**config.mk**
```make
export PLATFORM = sky130hd
export DESIGN_NAME = rbvi_regs
export DESIGN_NICKNAME = d
export VERILOG_FILES = /design/src/rtl/core/rbvi_pkg.sv /design/src/rtl/core/rbvi_regs.sv
export SDC_FILE = /design/constraint.sdc
export NUM_CORES = 1
export LEC_CHECK = 0
export BUFFER_PORTS_ARGS = -buffer_cell sky130_fd_sc_hd__buf_4
export CAP_MARGIN = 20
export CORE_ASPECT_RATIO = 2
export CORE_MARGIN = 8
export CORE_UTILIZATION = 44
export CTS_BUF_LIST = sky130_fd_sc_hd__clkbuf_2
export DETAILED_ROUTE_END_ITERATION = 7
export GPL_ROUTABILITY_DRIVEN = 1
export MAX_ROUTING_LAYER = met4
export PLACE_DENSITY = 0.76
export SETUP_SLACK_MARGIN = 0.02
export SYNTH_ARGS = -nofsm -noshare
export SYNTH_HDL_FRONTEND = slang
export SYNTH_SLANG_ARGS = --single-unit
```
**constraint.sdc**
```tcl
create_clock -name clk -period 3.2 [get_ports clk]
set_input_delay 0.16 -clock clk [delete_from_list [all_inputs] [get_ports clk]]
set_output_delay 0.16 -clock clk [all_outputs]
set_load 0.05 [all_outputs]
```
**src/rtl/core/rbvi_pkg.sv**
```systemverilog
package rbvi_pkg;

  localparam int WORD_BITS = 32;
  localparam int FRAC_BITS = 16;

  // Gravity scale 0.034 in Q16.16, rounded to nearest.
  localparam logic [11:0] GRAV_K = 12'((34 * 65536 + 500) / 1000);
  localparam logic [16:0] ONE_Q16 = 17'h10000;

  localparam logic signed [63:0] WMAX64 = 64'sh0000_0000_7FFF_FFFF;
  localparam logic signed [63:0] WMIN64 = -64'sh0000_0000_8000_0000;

  // Input opcodes.
  localparam logic [2:0] OPC_TICK      = 3'd0;
  localparam logic [2:0] OPC_FORCE     = 3'd1;
  localparam logic [2:0] OPC_IMPULSE   = 3'd2;
  localparam logic [2:0] OPC_CLR_ACC   = 3'd3;
  localparam logic [2:0] OPC_CLR_VEL   = 3'd4;

  // Register indexes.
  localparam logic [2:0] REG_DRAG      = 3'd0;
  localparam logic [2:0] REG_MASS      = 3'd1;
  localparam logic [2:0] REG_MAX_SPEED = 3'd2;
  localparam logic [2:0] REG_MAX_FALL  = 3'd3;
  localparam logic [2:0] REG_GRAVITY   = 3'd4;
  localparam logic [2:0] REG_GRAV_ON   = 3'd5;

  // Datapath micro-operations.
  localparam logic [4:0] DP_NOP        = 5'd0;
  localparam logic [4:0] DP_LOAD       = 5'd1;
  localparam logic [4:0] DP_CLR_ACC    = 5'd2;
  localparam logic [4:0] DP_CLR_VEL    = 5'd3;
  localparam logic [4:0] DP_SQ_CLR     = 5'd4;
  localparam logic [4:0] DP_MUL_SQ_DIR = 5'd5;
  localparam logic [4:0] DP_MUL_SQ_VEL = 5'd6;
  localparam logic [4:0] DP_SQ_ACC     = 5'd7;
  localparam logic [4:0] DP_SQRT_GO    = 5'd8;
  localparam logic [4:0] DP_MUL_DIR_PW = 5'd9;
  localparam logic [4:0] DP_DIV_PROD   = 5'd10;
  localparam logic [4:0] DP_DIV_MASS   = 5'd11;
  localparam logic [4:0] DP_ADD_ACC    = 5'd12;
  localparam logic [4:0] DP_ADD_VEL    = 5'd13;
  localparam logic [4:0] DP_FALL_ZERO  = 5'd14;
  localparam logic [4:0] DP_MUL_GRAV   = 5'd15;
  localparam logic [4:0] DP_G_SCALE    = 5'd16;
  localparam logic [4:0] DP_MUL_G_DT   = 5'd17;
  localparam logic [4:0] DP_FALL_UPD   = 5'd18;
  localparam logic [4:0] DP_MUL_ACC_DT = 5'd19;
  localparam logic [4:0] DP_VEL_INT    = 5'd20;
  localparam logic [4:0] DP_MUL_DRAG   = 5'd21;
  localparam logic [4:0] DP_VEL_SHIFT  = 5'd22;
  localparam logic [4:0] DP_MUL_VMAX   = 5'd23;
  localparam logic [4:0] DP_VEL_DQ     = 5'd24;
  localparam logic [4:0] DP_EMIT       = 5'd25;

  typedef struct packed {
    logic [16:0] drag;
    logic [30:0] mass;
    logic [30:0] max_speed;
    logic [30:0] max_fall;
    logic [30:0] gravity;
    logic        gravity_on;
  } cfg_t;

  typedef struct packed {
    logic [4:0] op;
    logic [1:0] idx;
  } cmd_t;

  typedef struct packed {
    logic sqrt_done;
    logic div_done;
    logic len_zero;
    logic over_limit;
    logic ground;
    logic grav_on;
    logic out_busy;
  } status_t;

  function automatic logic signed [31:0] sat64(input logic signed [63:0] x);
    logic signed [31:0] r;
    if (x > WMAX64) r = 32'sh7FFF_FFFF;
    else if (x < WMIN64) r = 32'sh8000_0000;
    else r = x[31:0];
    return r;
  endfunction

  function automatic logic signed [31:0] sat33(input logic signed [32:0] x);
    logic signed [31:0] r;
    if (x[32] != x[31]) r = x[32] ? 32'sh8000_0000 : 32'sh7FFF_FFFF;
    else r = x[31:0];
    return r;
  endfunction

endpackage

```
**src/rtl/core/rbvi_regs.sv**
```systemverilog
module rbvi_regs import rbvi_pkg::*; (
  input  logic        clk,
  input  logic        rst,
  input  logic        psel,
  input  logic        penable,
  input  logic        pwrite,
  input  logic [4:0]  paddr,
  input  logic [31:0] pwdata,
  output logic [31:0] prdata,
  output logic        pready,
  output cfg_t        cfg
);

  logic [2:0] index;
  logic       wr;

  assign index  = paddr[4:2];
  assign wr     = psel && penable && pwrite;
  assign pready = 1'b1;

  always_ff @(posedge clk) begin
    if (rst) begin
      cfg.drag       <= 17'd6554;
      cfg.mass       <= 31'd65536;
      cfg.max_speed  <= 31'd1966080;
      cfg.max_fall   <= 31'd229376;
      cfg.gravity    <= 31'd642253;
      cfg.gravity_on <= 1'b1;
    end else if (wr) begin
      unique case (index)
        REG_DRAG:      cfg.drag       <= pwdata[16:0];
        REG_MASS:      cfg.mass       <= pwdata[30:0];
        REG_MAX_SPEED: cfg.max_speed  <= pwdata[30:0];
        REG_MAX_FALL:  cfg.max_fall   <= pwdata[30:0];
        REG_GRAVITY:   cfg.gravity    <= pwdata[30:0];
        REG_GRAV_ON:   cfg.gravity_on <= pwdata[0];
        default: begin
        end
      endcase
    end
  end

  always_comb begin
    unique case (index)
      REG_DRAG:      prdata = {15'd0, cfg.drag};
      REG_MASS:      prdata = {1'b0, cfg.mass};
      REG_MAX_SPEED: prdata = {1'b0, cfg.max_speed};
      REG_MAX_FALL:  prdata = {1'b0, cfg.max_fall};
      REG_GRAVITY:   prdata = {1'b0, cfg.gravity};
      REG_GRAV_ON:   prdata = {31'd0, cfg.gravity_on};
      default:       prdata = 32'd0;
    endcase
  end

endmodule

```
==> metrics, run 1 <==
Synth Warn # 0; Skew-Pair Late Insertion Delay between 600 and 700 ps; Pwr Density 405 nW/um^2; Tcrit/Tclk final 0.716; drt wl/cell between 15 and 20 microns; required time worst endpoint 3040 ps; CP Launch Type input port; number of max-cap violations 0; Placeable Area about 15000 sq um; crit end category output port; DR vias 6120; post-DP HPWL 14700 microns; Starting Density 0.447; Multi-input gate area 3610 sq um; WL met2 10200 microns; synth top area cells dfxtp_1 42%, mux2i_1 21%, nand2b_1 11%; Residual DRC 4; clk sink count 142; total track usage 0.219; CTS buffer count 17; CTS tree done; fin area 9220 sq um; Post-Synthesis Cells 702; CTS Buffer Depth 2; Hold Path Class in2reg; most frequent cells in the layout 227 x buf_4, 142 x dfxtp_1, 139 x mux2i_1, 122 x nand2b_1, 61 x o21ai_0; final setup violation count 0; row count 64; RSZ-0062 raised after global routing false; first-pass GRT wire length ~34000 microns; Die Height 191 microns; worst path arrival time 2130 ps; VDD IR max 0.000224 V; initial antenna violation count 1; grt total ovfl 0; Most flops, register cfg; simple-gate share of the synthesized area 0.175; max reg flops approximately 140; # fillers 1244; area grow syn2layout 36.3%; die width 104 microns; most common cell after layout, fill and taps aside buf_4; htree depth 4; syn avg cell area around 9.6 sq um; area fraction in compound gates after synthesis 0.130; combinational family with the most area after synthesis multiplexers; Post-Syn Area 6760 sq um; slew at the pin with the worst max-slew slack 788 ps; post-route ant nets 0; Setup CP Type in2out; layout cell share with drive strength beyond 1 0.293; Max Freq 436 MHz; Area after DPL 8450 sq um; uppermost layer routed met4; number of global-route vias before repair 6214; largest net degree at the start of global routing 75; final wirelength 21900 microns; Routability Congestion between 0.7 and 0.8; minimum clock period 2290 ps; slew margin rel. 0.473; crit path max fanout 43; xor/xnor cell area share of the yosys netlist 0; Netlist cell types 30; multiplexer area fraction after synthesis 0.226; max-slew violations 0; cell accounting for the most synthesized area dfxtp_1; Clock transition at path regs 230 ps; number of nets in the layout 970; routed wl met3 1590 microns; Synth Area in Adders 0; total negative setup slack 0 ps; Root Buffer clkbuf_2; status complete, but fails checks; clock skew 0 ps; I/O Pins 217; met1 wire length between 9000 and 10000 microns; DR iter-0 viols 321; DR vias/cell around 5.4; sequential fraction of the synthesis area 0.420; static leakage a little over 0.004 uW; post-synthesis register bit count approximately 140; share of the synthesized area in the top cell type 0.420; port buffer count 211; Synth Net Count between 700 and 800; final hold violation count 0; largest registers cfg (142); First-pass DRT Iterations 6; die area 19800 sq um; violated checks DRC; register area approximately 2800 sq um
## synth_stat cells, drive strengths merged
| cell type | count |
|---|---|
| nand2 | 2 |
| mux2i | 139 |
| nand3 | 1 |
| nor2b | 30 |
| o22ai | 22 |
| a211o | 4 |
| or2 | 1 |
| mux2 | 12 |
| o21a | 7 |
| nor2 | 41 |
| and4b | 1 |
| nand4b | 1 |
| conb | 2 |
| o2bb2ai | 7 |
| and2b | 1 |
| clkbuf | 29 |
| nor3 | 2 |
| o21ai | 63 |
| or3 | 1 |
| buf | 34 |
| a21boi | 4 |
| nand4 | 1 |
| dfxtp | 142 |
| nand2b | 122 |
| a22oi | 33 |
## worst max-delay path: stages
cell and delay (ps):
buf_4 460, nor2b_2 620, buf_4 340, a22oi_1 120, o22ai_1 160, buf_4 240
## path summary, 6_finish.rpt
check                               from         end  slack (ps)  depth (start not counted)
worst max-delay path            paddr[3]  prdata[21]         910                          6
worst min-delay path             penable     cfg[11]         100                          5
worst max register to register   cfg[80]     cfg[80]        1980                          3
worst min register to register  cfg[116]    cfg[116]         500                          2
## report_power, final
group	total (uW)	leakage (uW)	switching (uW)	internal, uW
sequential	1800	0.00115	11.8	1780
combinational	477	0.00280	296	181
clock	1460	0.000201	639	819
total	3730	0.00414	947	2790
## repair_timing
action	4_1_cts	5_1_grt
setup buffers	0	0
resized for setup	0	0
endpoints found under the hold margin	142	0
hold buffers	41	0
## metal layers
layer,up-vias,track usage
met5,-,-
met4,0,0.0583
met3,20,0.0601
met2,252,0.342
met1,2940,0.274
li1,2908,-
## cell families (layout without fill, tap and decap cells)
| logic type | after synthesis | count (layout) |
|---|---|---|
| flip-flops | 142 | 142 |
| AND/OR/NAND/NOR | 204 | 204 |
| AO/OA/AOI/OAI | 140 | 140 |
| other | 2 | 3 |
| multiplexers | 151 | 151 |
| buffers and inverters | 63 | 302 |
## final cells by class
type | count | share of cell area
Multi-Input combinational cell | 497 | 0.392
Sequential cell | 142 | 0.308
Timing Repair Buffer | 270 | 0.234
Clock inverter | 14 | 0.0292
Tap cell | 198 | 0.0269
Clock buffer | 18 | 0.00977
Antenna cell | 1 | 0.000271
## through the flow
stage / hold slack [ps] / power (uW) / setup slack, ps / std cells / util
6_report: 104 / 3730 / 908 / 1140 / 0.609
2_1_floorplan: 278 / 2120 / 1050 / 702 / -
4_1_cts: 37.6 / 3760 / 921 / 1139 / 0.609
3_5_place_dp: 385 / 2270 / 922 / 1066 / 0.558
5_1_grt: 28.9 / 3880 / 794 / 1140 / 0.609
3_3_place_gp: 377 / 2270 / 957 / 1066 / 0.558
No activity file was read; power rests on OpenSTA's default activity.
==> inputs of run 2 (changes only) <==
- PLACE_DENSITY: 0.76 -> 0.78
- clock period: 3.2 -> 2 ns (I/O delays scaled with it)
==> run 2 against run 1 <==
  * The run now ends clean
  * Clock skew unchanged
  * Register-to-register slack worse by 1400 ps
  * First-iteration DRC count rose by 16%
  * Combinational power is 65% higher
  * Critical endpoint is now prdata[11]
  * Critical path type is now reg2out
  * Largest power group unchanged
==> metrics, run 2 (synthesized netlist as in run 1, its figures left out) <==
Critical Path Slowest Stage Cell dfxtp_2 (was nor2b_2); Critical Path Max Stage Delay 380 ps (was 620 ps); required time worst endpoint 1900 ps (was 3040 ps); dpl ws 234 ps (was 922 ps); number of cells on the critical path 4 (was 6); Routability Congestion 0.794 (was 0.788); Max Freq 527 MHz; setup slack, reg-to-reg 580 ps (was 1980 ps); Clock transition at path regs 190 ps (was 230 ps); htree depth 4 (unchanged); startpoint of the worst hold path psel (was penable); CP Launch Type flip-flop (was input port); Critical R2R Launch cfg[129] (was cfg[80]); CTS tree done (unchanged); Power Total 5630 uW (was 3730 uW); clock skew 0 ps (unchanged); Placeable Area 15100 sq um (unchanged); First-pass DRT Iterations 5 (was 6); area grow syn2layout 38.7% (was 36.3%); most common cell after layout, fill and taps aside buf_4 (unchanged); status completed (was complete, but fails checks); minimum clock period 1900 ps; die width 104 microns (unchanged); final hold violation count 0 (unchanged); initial antenna violation count 0 (was 1); VDD IR max 0.000485 V (was 0.000224 V); Pwr Density 600 nW/um^2 (was 405 nW/um^2); DR vias 6250 (was 6120); crit path max fanout 3 (was 43); # diodes 0 (was 1); worst path arrival time 1800 ps (was 2130 ps); final wirelength 22200 microns (was 21900 microns); row count 64 (unchanged); CP top delay family flip-flops (was buffers and inverters); Final Util 0.620 (was 0.609); Reg2Reg Capture Point cfg[129] (was cfg[80]); layout cell share with drive strength beyond 1 0.331 (was 0.293); CP Buf/Inv Count 1 (was 3); Root Buffer clkbuf_2 (unchanged); largest net degree at the start of global routing 128 (was 75); post-route ant nets 0 (unchanged); DR iter-0 viols 373 (was 321); critical path startpoint cfg[74] (was paddr[3]); Residual DRC 0 (was 4); max reg flops 142 (unchanged); Most flops, register cfg (unchanged); final setup violation count 0 (unchanged); Setup WS post-layout 102 ps (was 908 ps); Die Height 191 microns (unchanged); first-pass GRT wire length 35000 microns (was 34200 microns); number of max-cap violations 0 (unchanged); crit path to prdata[11] (was prdata[21]); port buffer count 211 (unchanged); Area after DPL 8510 sq um (was 8450 sq um); DR vias/cell 5.40 (was 5.37); I/O Pins 217 (unchanged); number of global-route vias before repair 6425 (was 6214); Hold Path Class in2reg (unchanged); CTS buffer count 17 (unchanged); Skew-Pair Late Insertion Delay 700 ps (was 670 ps); clk sink count 142 (unchanged); worst-path cell chain mux2_2 > a22oi_2 > o22ai_1 > buf_4 (was buf_4 > nor2b_2 > buf_4 > a22oi_1 > o22ai_1 > buf_4); static leakage 0.00422 uW (was 0.00414 uW); max-slew violations 0 (unchanged); largest registers cfg (142) (unchanged); Tcrit/Tclk final 0.949; RSZ-0062 raised after global routing true (was false); CTS Buffer Depth 2 (unchanged); R2R cell count 3 (unchanged); Setup CP Type reg2out (was in2out); post-DP HPWL 15200 microns (was 14700 microns); crit end category output port (unchanged); slew margin rel. 0.312 (was 0.473); die area 19800 sq um (unchanged); slew at the pin with the worst max-slew slack 1030 ps (was 788 ps); number of nets in the layout 989 (was 970); Starting Density 0.447 (unchanged); grt total ovfl 0 (unchanged); total track usage 0.223 (was 0.219); fin area 9380 sq um (was 9220 sq um); most frequent cells in the layout 240 x buf_4, 139 x mux2i_1, 125 x dfxtp_1, 122 x nand2b_1, 59 x o21ai_0 (was 227 x buf_4, 142 x dfxtp_1, 139 x mux2i_1, 122 x nand2b_1, 61 x o21ai_0); drt wl/cell 19.2 microns (about the same)
-- run 2: changes by cell type in the layout (fill, tap and decap cells not counted), sizes merged --
cell,delta
dlygate4sd3,+4
buf,+15
clkbuf,+1
bufinv,-3
diode,-1
clkinv,+1
-- run 2: routing by layer --
metal / part of all wire / track usage / routed length (microns) / up-vias
li1: - / - / - / 2939
met1: 0.43 / 0.268 / 9570 / 3005
met2: 0.47 / 0.359 / 10500 / 277
met3: 0.082 / 0.0614 / 1810 / 29
met4: 0.013 / 0.0606 / 282 / 0
met5: 0 / - / 0 / -
-- run 2: report_power, final --
part	leakage (uW)	total [uW]	switching, uW	internal (uW)
clock	0.000171	1970	1020	943
combinational	0.00290	789	482	307
sequential	0.00115	2870	19.2	2860
total	0.00422	5630	1530	4110
-- run 2: worst reg2reg max path, delay by kind of cell, from the launching register on --
kind	cells	cell delay [ps]
AO/OA/AOI/OAI	2	400
flip-flops	1	390
buffers and inverters	1	550
-- run 2: through the flow --
stage / hold WS, ps / setup TNS, ps / instances
6_report: 56.5 / 0 / 1157
5_1_grt: 24.4 / -58.7 / 1157
4_1_cts: 6.34 / 0 / 1149
3_5_place_dp: 323 / 0 / 1073
3_3_place_gp: 313 / 0 / 1073
2_1_floorplan: 218 / 0 / 702
-- run 2: worst min path at each step --
stage	slack [ps]	endpoint	cells past startpoint
floorplan	220	cfg[126]	1
finish	60	cfg[8]	5
detailed placement	320	cfg[137]	2
global placement	310	cfg[126]	2
global route	20	cfg[125]	3
CTS	6	cfg[125]	3
-- run 2: timing repair --
action                     CTS  global route
hold endpoints to repair   142             1
resized for setup            5            22
buffers inserted             1             7
hold buffers                44             2
setup endpoints to repair    2            14
pin swaps                    0             6
-- run 2: cell type report --
| class | count | area [sq um] |
|---|---|---|
| clock buffer | 19 | 95.1 |
| clock inverter | 12 | 194 |
| fill | 1232 | 5750 |
| multi-input combinational | 497 | 3660 |
| sequential | 142 | 2860 |
| tap | 198 | 248 |
| timing repair buffer | 289 | 2320 |
