==> src/rtl/core/rbvi_pkg.sv <==
package rbvi_pkg;

  localparam int WORD_BITS = 32;
  localparam int FRAC_BITS = 16;

  // Gravity scale 0.034 in Q16.16, rounded to nearest.
  localparam logic [11:0] GRAV_K = 12'((34 * 65536 + 500) / 1000);
  localparam logic [16:0] ONE_Q16 = 17'h10000;

  localparam logic signed [63:0] WMAX64 = 64'sh0000_0000_7FFF_FFFF;
  localparam logic signed [63:0] WMIN64 = -64'sh0000_0000_8000_0000;

  // Input opcodes.
  localparam logic [2:0] OPC_TICK      = 3'd0;
  localparam logic [2:0] OPC_FORCE     = 3'd1;
  localparam logic [2:0] OPC_IMPULSE   = 3'd2;
  localparam logic [2:0] OPC_CLR_ACC   = 3'd3;
  localparam logic [2:0] OPC_CLR_VEL   = 3'd4;

  // Register indexes.
  localparam logic [2:0] REG_DRAG      = 3'd0;
  localparam logic [2:0] REG_MASS      = 3'd1;
  localparam logic [2:0] REG_MAX_SPEED = 3'd2;
  localparam logic [2:0] REG_MAX_FALL  = 3'd3;
  localparam logic [2:0] REG_GRAVITY   = 3'd4;
  localparam logic [2:0] REG_GRAV_ON   = 3'd5;

  // Datapath micro-operations.
  localparam logic [4:0] DP_NOP        = 5'd0;
  localparam logic [4:0] DP_LOAD       = 5'd1;
  localparam logic [4:0] DP_CLR_ACC    = 5'd2;
  localparam logic [4:0] DP_CLR_VEL    = 5'd3;
  localparam logic [4:0] DP_SQ_CLR     = 5'd4;
  localparam logic [4:0] DP_MUL_SQ_DIR = 5'd5;
  localparam logic [4:0] DP_MUL_SQ_VEL = 5'd6;
  localparam logic [4:0] DP_SQ_ACC     = 5'd7;
  localparam logic [4:0] DP_SQRT_GO    = 5'd8;
  localparam logic [4:0] DP_MUL_DIR_PW = 5'd9;
  localparam logic [4:0] DP_DIV_PROD   = 5'd10;
  localparam logic [4:0] DP_DIV_MASS   = 5'd11;
  localparam logic [4:0] DP_ADD_ACC    = 5'd12;
  localparam logic [4:0] DP_ADD_VEL    = 5'd13;
  localparam logic [4:0] DP_FALL_ZERO  = 5'd14;
  localparam logic [4:0] DP_MUL_GRAV   = 5'd15;
  localparam logic [4:0] DP_G_SCALE    = 5'd16;
  localparam logic [4:0] DP_MUL_G_DT   = 5'd17;
  localparam logic [4:0] DP_FALL_UPD   = 5'd18;
  localparam logic [4:0] DP_MUL_ACC_DT = 5'd19;
  localparam logic [4:0] DP_VEL_INT    = 5'd20;
  localparam logic [4:0] DP_MUL_DRAG   = 5'd21;
  localparam logic [4:0] DP_VEL_SHIFT  = 5'd22;
  localparam logic [4:0] DP_MUL_VMAX   = 5'd23;
  localparam logic [4:0] DP_VEL_DQ     = 5'd24;
  localparam logic [4:0] DP_EMIT       = 5'd25;

  typedef struct packed {
    logic [16:0] drag;
    logic [30:0] mass;
    logic [30:0] max_speed;
    logic [30:0] max_fall;
    logic [30:0] gravity;
    logic        gravity_on;
  } cfg_t;

  typedef struct packed {
    logic [4:0] op;
    logic [1:0] idx;
  } cmd_t;

  typedef struct packed {
    logic sqrt_done;
    logic div_done;
    logic len_zero;
    logic over_limit;
    logic ground;
    logic grav_on;
    logic out_busy;
  } status_t;

  function automatic logic signed [31:0] sat64(input logic signed [63:0] x);
    logic signed [31:0] r;
    if (x > WMAX64) r = 32'sh7FFF_FFFF;
    else if (x < WMIN64) r = 32'sh8000_0000;
    else r = x[31:0];
    return r;
  endfunction

  function automatic logic signed [31:0] sat33(input logic signed [32:0] x);
    logic signed [31:0] r;
    if (x[32] != x[31]) r = x[32] ? 32'sh8000_0000 : 32'sh7FFF_FFFF;
    else r = x[31:0];
    return r;
  endfunction

endpackage

==> src/rtl/core/rbvi_ctrl.sv <==
module rbvi_ctrl import rbvi_pkg::*; (
  input  logic       clk,
  input  logic       rst,
  input  logic       in_valid,
  output logic       in_ready,
  input  logic [2:0] opcode,
  input  status_t    status,
  output cmd_t       cmd
);

  localparam logic [4:0] S_IDLE     = 5'd0;
  localparam logic [4:0] S_DECODE   = 5'd1;
  localparam logic [4:0] S_SQ_CLR   = 5'd2;
  localparam logic [4:0] S_SQ_MUL   = 5'd3;
  localparam logic [4:0] S_SQ_ACC   = 5'd4;
  localparam logic [4:0] S_SQRT_GO  = 5'd5;
  localparam logic [4:0] S_SQRT_W   = 5'd6;
  localparam logic [4:0] S_AP_CHK   = 5'd7;
  localparam logic [4:0] S_AP_MUL   = 5'd8;
  localparam logic [4:0] S_AP_DIV1  = 5'd9;
  localparam logic [4:0] S_AP_W1    = 5'd10;
  localparam logic [4:0] S_AP_DIV2  = 5'd11;
  localparam logic [4:0] S_AP_W2    = 5'd12;
  localparam logic [4:0] S_AP_ADD   = 5'd13;
  localparam logic [4:0] S_GRAV     = 5'd14;
  localparam logic [4:0] S_G1       = 5'd15;
  localparam logic [4:0] S_G2       = 5'd16;
  localparam logic [4:0] S_G3       = 5'd17;
  localparam logic [4:0] S_VI_MUL   = 5'd18;
  localparam logic [4:0] S_VI_ADD   = 5'd19;
  localparam logic [4:0] S_DR_MUL   = 5'd20;
  localparam logic [4:0] S_DR_SET   = 5'd21;
  localparam logic [4:0] S_LIM_CHK  = 5'd22;
  localparam logic [4:0] S_LM_MUL   = 5'd23;
  localparam logic [4:0] S_LM_DIV   = 5'd24;
  localparam logic [4:0] S_LM_W     = 5'd25;
  localparam logic [4:0] S_LM_SET   = 5'd26;
  localparam logic [4:0] S_OUT      = 5'd27;

  logic [4:0] state, state_next;
  logic [1:0] idx, idx_next;
  logic [2:0] op_reg, op_reg_next;
  logic       last;

  assign last     = (idx == 2'd2);
  assign in_ready = (state == S_IDLE);

  always_ff @(posedge clk) begin
    if (rst) begin
      state  <= S_IDLE;
      idx    <= 2'd0;
      op_reg <= OPC_TICK;
    end else begin
      state  <= state_next;
      idx    <= idx_next;
      op_reg <= op_reg_next;
    end
  end

  always_comb begin
    state_next  = state;
    idx_next    = idx;
    op_reg_next = op_reg;
    cmd.op      = DP_NOP;
    cmd.idx     = idx;
    unique case (state)
      S_IDLE: begin
        if (in_valid) begin
          cmd.op      = DP_LOAD;
          op_reg_next = opcode;
          state_next  = S_DECODE;
        end
      end
      S_DECODE: begin
        unique case (op_reg)
          OPC_TICK:    state_next = S_GRAV;
          OPC_FORCE,
          OPC_IMPULSE: state_next = S_SQ_CLR;
          OPC_CLR_ACC: begin
            cmd.op     = DP_CLR_ACC;
            state_next = S_IDLE;
          end
          OPC_CLR_VEL: begin
            cmd.op     = DP_CLR_VEL;
            state_next = S_IDLE;
          end
          default:     state_next = S_IDLE;
        endcase
      end
      S_SQ_CLR: begin
        cmd.op     = DP_SQ_CLR;
        idx_next   = 2'd0;
        state_next = S_SQ_MUL;
      end
      S_SQ_MUL: begin
        cmd.op     = (op_reg == OPC_TICK) ? DP_MUL_SQ_VEL : DP_MUL_SQ_DIR;
        state_next = S_SQ_ACC;
      end
      S_SQ_ACC: begin
        cmd.op     = DP_SQ_ACC;
        idx_next   = last ? 2'd0 : idx + 2'd1;
        state_next = last ? S_SQRT_GO : S_SQ_MUL;
      end
      S_SQRT_GO: begin
        cmd.op     = DP_SQRT_GO;
        state_next = S_SQRT_W;
      end
      S_SQRT_W: begin
        if (status.sqrt_done) begin
          state_next = (op_reg == OPC_TICK) ? S_LIM_CHK : S_AP_CHK;
        end
      end
      S_AP_CHK: begin
        idx_next   = 2'd0;
        state_next = status.len_zero ? S_IDLE : S_AP_MUL;
      end
      S_AP_MUL: begin
        cmd.op     = DP_MUL_DIR_PW;
        state_next = S_AP_DIV1;
      end
      S_AP_DIV1: begin
        cmd.op     = DP_DIV_PROD;
        state_next = S_AP_W1;
      end
      S_AP_W1: begin
        if (status.div_done) state_next = S_AP_DIV2;
      end
      S_AP_DIV2: begin
        cmd.op     = DP_DIV_MASS;
        state_next = S_AP_W2;
      end
      S_AP_W2: begin
        if (status.div_done) state_next = S_AP_ADD;
      end
      S_AP_ADD: begin
        cmd.op     = (op_reg == OPC_FORCE) ? DP_ADD_ACC : DP_ADD_VEL;
        idx_next   = last ? 2'd0 : idx + 2'd1;
        state_next = last ? S_IDLE : S_AP_MUL;
      end
      S_GRAV: begin
        idx_next = 2'd0;
        if (status.ground) begin
          cmd.op     = DP_FALL_ZERO;
          state_next = S_VI_MUL;
        end else if (status.grav_on) begin
          cmd.op     = DP_MUL_GRAV;
          state_next = S_G1;
        end else begin
          state_next = S_VI_MUL;
        end
      end
      S_G1: begin
        cmd.op     = DP_G_SCALE;
        state_next = S_G2;
      end
      S_G2: begin
        cmd.op     = DP_MUL_G_DT;
        state_next = S_G3;
      end
      S_G3: begin
        cmd.op     = DP_FALL_UPD;
        state_next = S_VI_MUL;
      end
      S_VI_MUL: begin
        cmd.op     = DP_MUL_ACC_DT;
        state_next = S_VI_ADD;
      end
      S_VI_ADD: begin
        cmd.op     = DP_VEL_INT;
        idx_next   = last ? 2'd0 : idx + 2'd1;
        state_next = last ? S_DR_MUL : S_VI_MUL;
      end
      S_DR_MUL: begin
        cmd.op     = DP_MUL_DRAG;
        state_next = S_DR_SET;
      end
      S_DR_SET: begin
        cmd.op     = DP_VEL_SHIFT;
        idx_next   = last ? 2'd0 : idx + 2'd1;
        state_next = last ? S_SQ_CLR : S_DR_MUL;
      end
      S_LIM_CHK: begin
        idx_next   = 2'd0;
        state_next = status.over_limit ? S_LM_MUL : S_OUT;
      end
      S_LM_MUL: begin
        cmd.op     = DP_MUL_VMAX;
        state_next = S_LM_DIV;
      end
      S_LM_DIV: begin
        cmd.op     = DP_DIV_PROD;
        state_next = S_LM_W;
      end
      S_LM_W: begin
        if (status.div_done) state_next = S_LM_SET;
      end
      S_LM_SET: begin
        cmd.op     = DP_VEL_DQ;
        idx_next   = last ? 2'd0 : idx + 2'd1;
        state_next = last ? S_OUT : S_LM_MUL;
      end
      S_OUT: begin
        // The result word waits here until the output register is free.
        if (!status.out_busy) begin
          cmd.op     = DP_EMIT;
          state_next = S_IDLE;
        end
      end
      default: state_next = S_IDLE;
    endcase
  end

endmodule

==> config.mk <==
export PLATFORM = sky130hd
export DESIGN_NAME = rbvi_ctrl
export DESIGN_NICKNAME = d
export VERILOG_FILES = /design/src/rtl/core/rbvi_pkg.sv /design/src/rtl/core/rbvi_ctrl.sv
export SDC_FILE = /design/constraint.sdc
export NUM_CORES = 1
export LEC_CHECK = 0
export ABC_AREA = 1
export BUFFER_PORTS_ARGS = -buffer_cell sky130_fd_sc_hd__buf_2
export CAP_MARGIN = 25
export CORE_UTILIZATION = 33
export DETAILED_ROUTE_END_ITERATION = 16
export GPL_ROUTABILITY_DRIVEN = 0
export HOLD_SLACK_MARGIN = 0.12
export PLACE_DENSITY = 0.6
export SLEW_MARGIN = 20
export SYNTH_ARGS = -nofsm -noshare
export SYNTH_HDL_FRONTEND = slang
export SYNTH_SLANG_ARGS = --single-unit
==> constraint.sdc <==
create_clock -name clk -period 3.75 [get_ports clk]
set_clock_uncertainty 0.15 [all_clocks]
set_input_delay 0.375 -clock clk [delete_from_list [all_inputs] [get_ports clk]]
set_output_delay 0.375 -clock clk [all_outputs]
set_load 0.1 [all_outputs]
==> results.sh <==
export IMPL_start_util_pct=34.85
export IMPL_drt_pre_antenna_iters=6
export IMPL_boundaryPins=21
export IMPL_worst_path_stages=8
export IMPL_grt_pass1_wl_um=5802
export IMPL_n_antenna_cell=0
export IMPL_dp_cells=293
export IMPL_cp_slowest_cell="dfxtp_1"
export IMPL_r2r_start="state[4]"
export IMPL_yosys_warnings=0
export IMPL_critical_path_max_stage_delay_ns=0.58
export IMPL_crit_end="cmd[2]"
export IMPL_clock_sinks=10
export IMPL_worst_slack_ns=0.8546
export IMPL_dr_total_vias=1581
export IMPL_syn_inst=231
export IMPL_critPathTopFamily="simple AND/OR/NAND/NOR gates"
export IMPL_max_slew_margin_pct=67.88
export IMPL_wirelength_um=3653
export IMPL_multi_input_area_um2=815.8
export IMPL_post_layout_nonfiller_instances=296
export IMPL_layout_nets=265
export IMPL_final_core_util_pct=39.39
export IMPL_core_mm2=0.003390
export IMPL_nFillCells=380
export IMPL_grt_overflow_total=0
export IMPL_cts_buffers=3
export IMPL_pre_cts_ws_ns=1.202
export IMPL_drive_above_1_share_pct=11.20
export IMPL_final_hold_viol_count=0
export IMPL_ys_async_sr_fraction_pct=0
export IMPL_power_switching_uw=810.1
export IMPL_critPathLaunch="state[4]"
export IMPL_antenna_found_initial=0
export IMPL_port_buffer_count=20
export IMPL_syn_nets=244
export IMPL_reg2reg_depth=8
export IMPL_cts_root_buf="clkbuf_4"
export IMPL_netlist_top_cells_area="dfxtp_1 (17%), nand2_1 (16%), nor2_1 (15%), nand3_1 (13%), inv_1 (12%)"
export IMPL_htreeDepth=1
export IMPL_design_area_mm2=0.001335
export IMPL_clockBufferDepth=2
export IMPL_min_path_type="primary input to flip-flop"
export IMPL_syn2layout_area_growth_pct=13.03
export IMPL_drc=0
export IMPL_row_count=21
export IMPL_dieArea_mm2=0.003822
export IMPL_p_clk_share_pct=6.4
export IMPL_synth_distinct_cells=21
export IMPL_path_clk_slew_ns=0.07
export IMPL_rsz0062_at_grt="false"
export IMPL_synth_top_area_share_pct=16.95
export IMPL_tns_ns=0
export IMPL_cts_tree="yes"
export IMPL_netlist_area_mm2=0.001181
export IMPL_path_class="flip-flop to output pin"
export IMPL_fin_crit_sh_pct=77.21
export IMPL_period_needed_ns=2.895
export IMPL_start_kind="flip-flop"
export IMPL_yosys_register_bits=10
export IMPL_yosysTopAreaCell="dfxtp_1"
export IMPL_worstPathCellList="inv_1 -> nand3_1 -> nor2_1 -> nand2_1 -> o21ai_0 -> nor4_1 -> nand3_1 -> buf_2"
export IMPL_worst_pin_slew_ns=0.4852
export IMPL_largest_reg_flops=5
export IMPL_ys_seq_area_share_pct=16.95
export IMPL_grt_usage_pct=20.81
export IMPL_synth_edf_count=0
export IMPL_dpl_instance_area_mm2=0.001313
export IMPL_peakVddDrop_uv=662.7
export IMPL_final_max_slew_viol_count=0
export IMPL_synth_ff_type="dfxtp_1"
export IMPL_cp_data_arrival_time_ns=2.37
export IMPL_status="finished, final reports clean"
export IMPL_hold_buffers=0
export IMPL_critPathMaxFanout=14
export IMPL_crit_top_cell="nand3_1"
export IMPL_power_density_mw_per_mm2=877.3
export IMPL_path_buf_inv=2
export IMPL_worst_r2r_setup_slack_ns=1.64
export IMPL_internal_power_uw=361.1
export IMPL_die_w_um=61.83
export IMPL_leakage_nw=0.7348
export IMPL_cp_end_kind="output pin"
export IMPL_die_h_um=61.83
export IMPL_seq_power_share_pct=16.2
export IMPL_cts_resized=0
export IMPL_viasPerCell=5.341
export IMPL_grt_pass1_vias=1327
export IMPL_worstPathRequired_ns=3.22
export IMPL_initialDrtViolationCount=154
export IMPL_wl_per_cell_um=12.34
export IMPL_swShare_pct=69.17
export IMPL_setup_violations_final=0
export IMPL_yosysMostFrequentCell="nand2_1"
export IMPL_clk_latency_ns=0.27
export IMPL_regArea_um2=200.2
export IMPL_dp_hpwl_um=2961
export IMPL_antenna_left=0
export IMPL_r2r_end="state[1]"
export IMPL_synth_common_cells="nand2_1 (51), nor2_1 (48), inv_1 (37), nand3_1 (31), a21oi_1 (18)"
export IMPL_max_freq_ghz=0.3454
export IMPL_cts_setup_buffers=0
export IMPL_p_comb_share_pct=77.5
export IMPL_grt_max_degree=15
export IMPL_drv_cap=0
export IMPL_synth_avg_cell_area_um2=5.113
cell usage in the layout, fill, tap and decap left out:
master     instances
a21oi_1           18
a31oi_1            1
buf_2             20
clkbuf_4           3
dfxtp_1           10
inv_1             37
nand2_1           51
nand2b_2           1
nand3_1           31
nand4_1            8
nor2_1            47
nor2_2             3
nor2_4             1
nor3_1             4
nor3b_1            1
nor4_1             2
o2111ai_1          1
o21ai_0            9
o21ai_1            1
o2bb2ai_1          1
cell families (layout without fill, tap and decap cells):
group / count (synthesis) / count (layout) / share of synthesized area [%]
AOI/OAI and AO/OA: 31 / 31 / 13.88
buffers and inverters: 41 / 60 / 14.19
DFF: 10 / 10 / 16.95
and+or+nand+nor: 149 / 149 / 54.98
routing by layer:
| metal | global-route usage [%] | part of all wire, % |
|---|---|---|
| met3 | 3.727 | 12 |
| met1 | 28.18 | 43 |
| met2 | 33.18 | 42 |
| met5 | 0 | 0 |
| met4 | 7.302 | 3.6 |
power groups by stage:
stage	Combinational [mW]	Clock (mW)	Sequential, mW
2_1_floorplan	0.742	0	0.185
3_3_place_gp	0.901	0	0.189
4_1_cts	0.893	0.0766	0.188
6_report	0.907	0.0746	0.189
5_1_grt	0.964	0.0821	0.197
3_5_place_dp	0.890	0	0.190
final cells by class:
class | count | share of cell area [%]
clock buffers | 3 | 1.687
well taps | 46 | 4.311
repair buffers | 20 | 7.498
inverters | 37 | 10.40
flip-flops and latches | 10 | 15.00
multi-input cells | 180 | 61.11
worst reg2reg max path: stages, from the launching register on:
cell and delay (ns):
dfxtp_1 0.58, inv_1 0.28, nand3_1 0.28, nor2_2 0.09, nand2_1 0.09, nand3_1 0.09
a21oi_1 0.25, o21ai_1 0.11, a21oi_1 0.12
through the flow:
stage	power [mW]	hold slack (ns)
CTS	1.158	0.2051
global placement	1.090	0.3246
finish	1.171	0.2012
detailed placement	1.081	0.3261
global route	1.243	0.2079
floorplan	0.9275	0.2941
how the worst min path moves through the flow:
stage                     cells past startpoint      start        end
after global routing                          2        rst   state[4]
after floorplan                               1        rst     idx[0]
after global placement                        2  op_reg[0]  op_reg[0]
after detailed placement                      2  op_reg[0]  op_reg[0]
after CTS                                     2        rst   state[0]
final                                         2        rst   state[4]
No activity file was read; power rests on OpenSTA's default activity.
